<file path="src/design/smc_pkg.sv">
// Package with types, constants and helper functions of the stack machine core.
`timescale 1ns / 1ps
package smc_pkg;

   localparam int MEM_WORDS   = 8192;
   localparam int AW          = $clog2(MEM_WORDS);
   localparam int SPW         = AW + 1;
   localparam int WORD_W      = 32;
   localparam int ADDR_IN_W   = 13;
   localparam int OP_W        = 2;
   localparam int EV_W        = 3;
   localparam int DIV_CNT_W   = $clog2(WORD_W + 1);

   typedef logic [AW-1:0]     mem_addr_type;
   typedef logic [SPW-1:0]    sp_type;
   typedef logic [WORD_W-1:0] word_type;

   localparam sp_type   SP_EMPTY  = sp_type'(MEM_WORDS);
   localparam word_type WORD_STOP = '1;

   typedef enum logic [OP_W-1:0] {
      REQ_WRITE   = 2'd0,
      REQ_EXEC    = 2'd1,
      REQ_RESTART = 2'd2,
      REQ_NOP     = 2'd3
   } req_op_type;

   typedef enum logic [EV_W-1:0] {
      EV_NONE     = 3'd0,
      EV_NUMBER   = 3'd1,
      EV_NEWLINE  = 3'd2,
      EV_HALTED   = 3'd3,
      EV_BAD_OP   = 3'd4,
      EV_DIV_ZERO = 3'd5
   } event_type;

   // Opcode classes; the value of each opcode from stop to outln is the negated instruction word.
   typedef enum logic [4:0] {
      OPC_PUSH  = 5'd0,
      OPC_STOP  = 5'd1,
      OPC_ADD   = 5'd2,
      OPC_SUB   = 5'd3,
      OPC_MUL   = 5'd4,
      OPC_DIV   = 5'd5,
      OPC_MOD   = 5'd6,
      OPC_NEG   = 5'd7,
      OPC_LOAD  = 5'd8,
      OPC_SAVE  = 5'd9,
      OPC_DUP   = 5'd10,
      OPC_DROP  = 5'd11,
      OPC_SWAP  = 5'd12,
      OPC_OVER  = 5'd13,
      OPC_GOTO  = 5'd14,
      OPC_IFEQ  = 5'd15,
      OPC_IFNE  = 5'd16,
      OPC_IFLE  = 5'd17,
      OPC_IFLT  = 5'd18,
      OPC_IFGE  = 5'd19,
      OPC_IFGT  = 5'd20,
      OPC_IN    = 5'd21,
      OPC_OUT   = 5'd22,
      OPC_OUTLN = 5'd23,
      OPC_BAD   = 5'd31
   } opc_type;

   typedef enum logic [3:0] {
      ST_IDLE,
      ST_DISPATCH,
      ST_DECODE,
      ST_RD1,
      ST_RD2,
      ST_RD3,
      ST_DIV_GO,
      ST_DIV_WAIT,
      ST_EXEC,
      ST_WR2,
      ST_TOP,
      ST_TOP_W
   } state_type;

   typedef enum logic [3:0] {
      STEP_NONE,
      STEP_WRITE_WORD,
      STEP_RESTART,
      STEP_HALT_EV,
      STEP_FETCH,
      STEP_DECODE,
      STEP_RD1,
      STEP_RD2,
      STEP_RD3,
      STEP_DIV_GO,
      STEP_EXEC,
      STEP_WR2,
      STEP_TOP,
      STEP_RESP
   } dp_step_type;

   typedef struct packed {
      logic        accept;
      dp_step_type step;
   } dp_cmd_type;

   typedef struct packed {
      req_op_type op;
      logic       halted;
      opc_type    opc;
      logic       divisor_zero;
      logic       div_busy;
   } dp_status_type;

   // Classifies an instruction word.
   function automatic opc_type decode_opc(word_type w);
      word_type code;
      opc_type  r;
      code = '0 - w;
      if (!w[WORD_W-1]) begin
         r = OPC_PUSH;
      end else if (code >= word_type'(OPC_STOP) && code <= word_type'(OPC_OUTLN)) begin
         r = opc_type'(code[4:0]);
      end else begin
         r = OPC_BAD;
      end
      return r;
   endfunction

   // Moves the stack pointer by a wrapped delta; zero stands for the empty stack.
   function automatic sp_type sp_move(sp_type s, mem_addr_type d);
      mem_addr_type r;
      r = s[AW-1:0] + d;
      return (r == '0) ? SP_EMPTY : {1'b0, r};
   endfunction

endpackage

</file>
<file path="src/design/smc_controller.sv">
// Controller state machine sequencing memory accesses and the divider per beat.
`timescale 1ns / 1ps
module smc_controller import smc_pkg::*; (
   input  logic          clock,
   input  logic          reset,
   input  logic          start,
   output logic          busy,
   output dp_cmd_type    cmd,
   input  dp_status_type status
);

   state_type state_ff, state_in;

   always_ff @(posedge clock) begin
      if (reset) begin
         state_ff <= ST_IDLE;
      end else begin
         state_ff <= state_in;
      end
   end

   always_comb begin
      state_in   = state_ff;
      cmd.accept = 1'b0;
      cmd.step   = STEP_NONE;
      unique case (state_ff)
         ST_IDLE: begin
            if (start) begin
               cmd.accept = 1'b1;
               state_in   = ST_DISPATCH;
            end
         end
         ST_DISPATCH: begin
            unique case (status.op)
               REQ_WRITE: begin
                  cmd.step = STEP_WRITE_WORD;
                  state_in = ST_TOP;
               end
               REQ_RESTART: begin
                  cmd.step = STEP_RESTART;
                  state_in = ST_TOP;
               end
               REQ_EXEC: begin
                  if (status.halted) begin
                     cmd.step = STEP_HALT_EV;
                     state_in = ST_TOP;
                  end else begin
                     cmd.step = STEP_FETCH;
                     state_in = ST_DECODE;
                  end
               end
               REQ_NOP: state_in = ST_TOP;
            endcase
         end
         ST_DECODE: begin
            cmd.step = STEP_DECODE;
            state_in = ST_RD1;
         end
         ST_RD1: begin
            cmd.step = STEP_RD1;
            state_in = ST_RD2;
         end
         ST_RD2: begin
            cmd.step = STEP_RD2;
            state_in = ST_RD3;
         end
         ST_RD3: begin
            cmd.step = STEP_RD3;
            if ((status.opc == OPC_DIV || status.opc == OPC_MOD) && !status.divisor_zero) begin
               state_in = ST_DIV_GO;
            end else begin
               state_in = ST_EXEC;
            end
         end
         ST_DIV_GO: begin
            cmd.step = STEP_DIV_GO;
            state_in = ST_DIV_WAIT;
         end
         ST_DIV_WAIT: begin
            if (!status.div_busy) begin
               state_in = ST_EXEC;
            end
         end
         ST_EXEC: begin
            cmd.step = STEP_EXEC;
            state_in = (status.opc == OPC_SWAP) ? ST_WR2 : ST_TOP;
         end
         ST_WR2: begin
            cmd.step = STEP_WR2;
            state_in = ST_TOP;
         end
         ST_TOP: begin
            cmd.step = STEP_TOP;
            state_in = ST_TOP_W;
         end
         ST_TOP_W: begin
            cmd.step = STEP_RESP;
            state_in = ST_IDLE;
         end
         default: state_in = ST_IDLE;
      endcase
   end

   assign busy = (state_ff != ST_IDLE);

endmodule

</file>
<file path="config.mk">
export PLATFORM = sky130hd
export DESIGN_NAME = smc_controller
export DESIGN_NICKNAME = d
export VERILOG_FILES = /design/src/design/smc_pkg.sv /design/src/design/smc_controller.sv
export SDC_FILE = /design/constraint.sdc
export NUM_CORES = 1
export LEC_CHECK = 0
export CAP_MARGIN = 0
export CORE_AREA = 8 8 45 47
export CTS_CLUSTER_DIAMETER = 60
export CTS_CLUSTER_SIZE = 12
export DETAILED_ROUTE_END_ITERATION = 12
export DIE_AREA = 0 0 53 55
export DONT_BUFFER_PORTS = 1
export SYNTH_ARGS = -nofsm -noshare
export SYNTH_HDL_FRONTEND = slang
export SYNTH_SLANG_ARGS = --single-unit
export TNS_END_PERCENT = 10
</file>
<file path="constraint.sdc">
create_clock -name clock -period 2.7 [get_ports clock]
set_clock_uncertainty 0.1 [all_clocks]
set_input_delay 0.27 -clock clock [delete_from_list [all_inputs] [get_ports clock]]
set_output_delay 0.27 -clock clock [all_outputs]
set_load 0.05 [all_outputs]
</file>
==> results.cfg <==
[run_status]
status = complete, no violations

[logic_synthesis]
yosys-top-cells-area = dfxtp_1 19%, o32ai_1 6.3%, a21oi_1 6.0%
async_reset_ff_frac = 0
synth.most_common_cell = nor2_1
yosysUniqueCellTypes = 27
synth-seq-cells = 4
synthCells = 58
synth-main-ff-cell = dfxtp_1
syn-num-nets = 71
synth_common_cells = 6 x nor2_1, 5 x a21oi_1, 4 x dfxtp_1, 4 x nand2b_1, 4 x o21ai_0
synthesis.area_um2 = 418
synth_edf_count = 0
synth_area_leader_cell = dfxtp_1
yosys_warnings = 0
ys_seq_area_frac = 0.192
syn_area_per_cell_um2 = 7.21
netlist.area_leader.share = 0.192

[critical_path]
arrival_ns = 1.54
slowest_delay_ns = 0.43
critPathLaunchType = register
cp-end-kind = output port
startpoint = state_ff[3]
path_cells = nor2_1 > nand2_1 > and2_1 > o32ai_2 > buf_4
cp_slowest_cell = dfxtp_1
crit_family = simple AND/OR/NAND/NOR gates
path_buf_inv = 1
r2r_start = state_ff[1]
path_class = register to output port
required_ns = 2.33
path_max_fanout = 13

[hold_path]
hp-class = input pin to register
worstHoldStart = status[0]

[pwr]
p_leak_nw = 0.181
fin_total_pwr_uw = 671
irDropWorstVdd_mv = 0.458
p_per_area_nw_per_um2 = 1310

[global_routing]
grt_pass1_wl_um = 1730
grt_usage = 0.0769
antenna_found_initial = 0
grt_max_degree = 15
grt_pass1_vias = 413
grt_overflow = 0

[drt]
drc = 0
drtAntennaViolNets = 0
drt-vias-per-instance = 5.65
vias = 446
wl_per_cell_um = 14.6
drt-total-wl_um = 1150
firstDrtPassIters = 2
drt_iter0_drc = 10

[timing]
setup_tns_ns = 0
finalCritPeriodShare = 0.706
setup_ws_ns = 0.794
tightestPinTransition_ns = 0.500
slew_headroom = 0.668
rsz0062_at_grt = false
setup_viol = 0
fmax_mhz = 525
min_period_ns = 1.91
hold_violations = 0
finalMaxSlewViolations = 0
holdWs_ns = 0.114

[clocking]
cts_tree = done
clk_path_buf_depth = 2
root_buffer = clkbuf_4
clock-sinks = 4
cts_buffers = 3
htree_levels = 1
clkSlewWorstSetupHoldPaths_ns = 0.04
clkLatencyLatePin_ns = 0.23

[floorplanning]
chipWidth_um = 53
pin_count = 19
die-height_um = 55
start_util = 0.302
rows = 14
core_um2 = 1380
dieArea_um2 = 2920

[placed_design]
dp_hpwl_um = 868
dp_slack_ns = 0.969
placed_area_um2 = 468
numPortBuffers = 0
gp_congestion = 0.818

[layout]
synthToLayoutAreaGrowth_pct = 22.2
largest_reg_flops = 4
largestRegisters = state_ff: 4 flops
diodes = 0
fin_area_um2 = 510
fin_nets = 78
drive_above_1_share = 0.190
largest_register = state_ff

[job]
drv_cap = 0
-- report_power, final --
group	internal (mW)	switching [mW]	total (mW)	leakage, nW
Sequential	0.0803	0.0715	0.152	0.0329
Combinational	0.149	0.298	0.447	0.135
Clock	0.0496	0.0228	0.0724	0.0138
Total	0.279	0.392	0.671	0.181
-- placed cells by master, fill, tap and decap left out --
master / count
o32ai_2: 2
a21o_1: 1
xnor2_1: 2
dfxtp_1: 4
or3b_2: 1
a2111oi_0: 1
o21ai_0: 3
o32ai_1: 1
o21ai_1: 1
a21boi_0: 1
nand3b_1: 3
nor4_1: 1
nand2_1: 2
o2bb2ai_1: 1
o22ai_1: 1
nor4b_1: 1
nor2_1: 6
nor4b_2: 1
clkbuf_4: 3
and2_1: 2
dlygate4sd3_1: 2
and3_1: 2
a211oi_1: 2
o21bai_1: 1
nand2b_1: 4
nor3_1: 2
or4b_4: 1
inv_1: 2
a21oi_1: 5
buf_4: 4
-- timing repair --
item,4_1_cts,5_1_grt
hold endpoints to repair,1,1
gates resized for setup,0,0
buffers inserted,0,0
hold buffers,1,1
-- logic make-up after synthesis --
family / after synthesis / synth area share
flops: 4 / 0.192
compound gates: 20 / 0.317
xor+xnor: 2 / 0.0419
buf+inv: 6 / 0.0539
simple gates: 26 / 0.395
-- layout make-up --
class / count / area [um^2]
Multi-Input combinational cell: 48 / 330
Tap cell: 16 / 20.0
Sequential cell: 4 / 80.1
Inverter: 2 / 7.51
Timing Repair Buffer: 6 / 50.0
Clock buffer: 3 / 22.5
Fill cell: 162 / 873
-- worst reg2reg max path: stages, from the launching register on --
cell	delay (ns)
dfxtp_1	0.44
or4b_4	0.61
nor3_1	0.22
o32ai_1	0.12
and3_1	0.16
-- routing by layer --
| layer | part of all wire | wire (um) | vias to the layer above | GRT usage |
|---|---|---|---|---|
| met5 | 0 | 0 | - | 0 |
| met2 | 0.36 | 420 | 23 | 0.0938 |
| met4 | 0 | 0 | 0 | 0.0259 |
| met3 | 0.18 | 203 | 0 | 0.0588 |
| li1 | - | - | 229 | - |
| met1 | 0.46 | 528 | 194 | 0.0983 |
-- final timing paths --
kind / to / slack (ns) / depth (start not counted)
worst max register to register: state_ff[3] / 0.96 / 4
worst min-delay path: state_ff[0] / 0.11 / 2
worst max-delay path: cmd[1] / 0.79 / 5
worst min register to register: state_ff[0] / 0.63 / 2
-- stage by stage --
step / cells / utilization
2_1_floorplan: 58 / -
3_3_place_gp: 74 / 0.338
3_5_place_dp: 74 / 0.338
4_1_cts: 78 / 0.362
5_1_grt: 79 / 0.369
6_report: 79 / 0.369
Note: power is estimated with default switching activity, not from simulation.
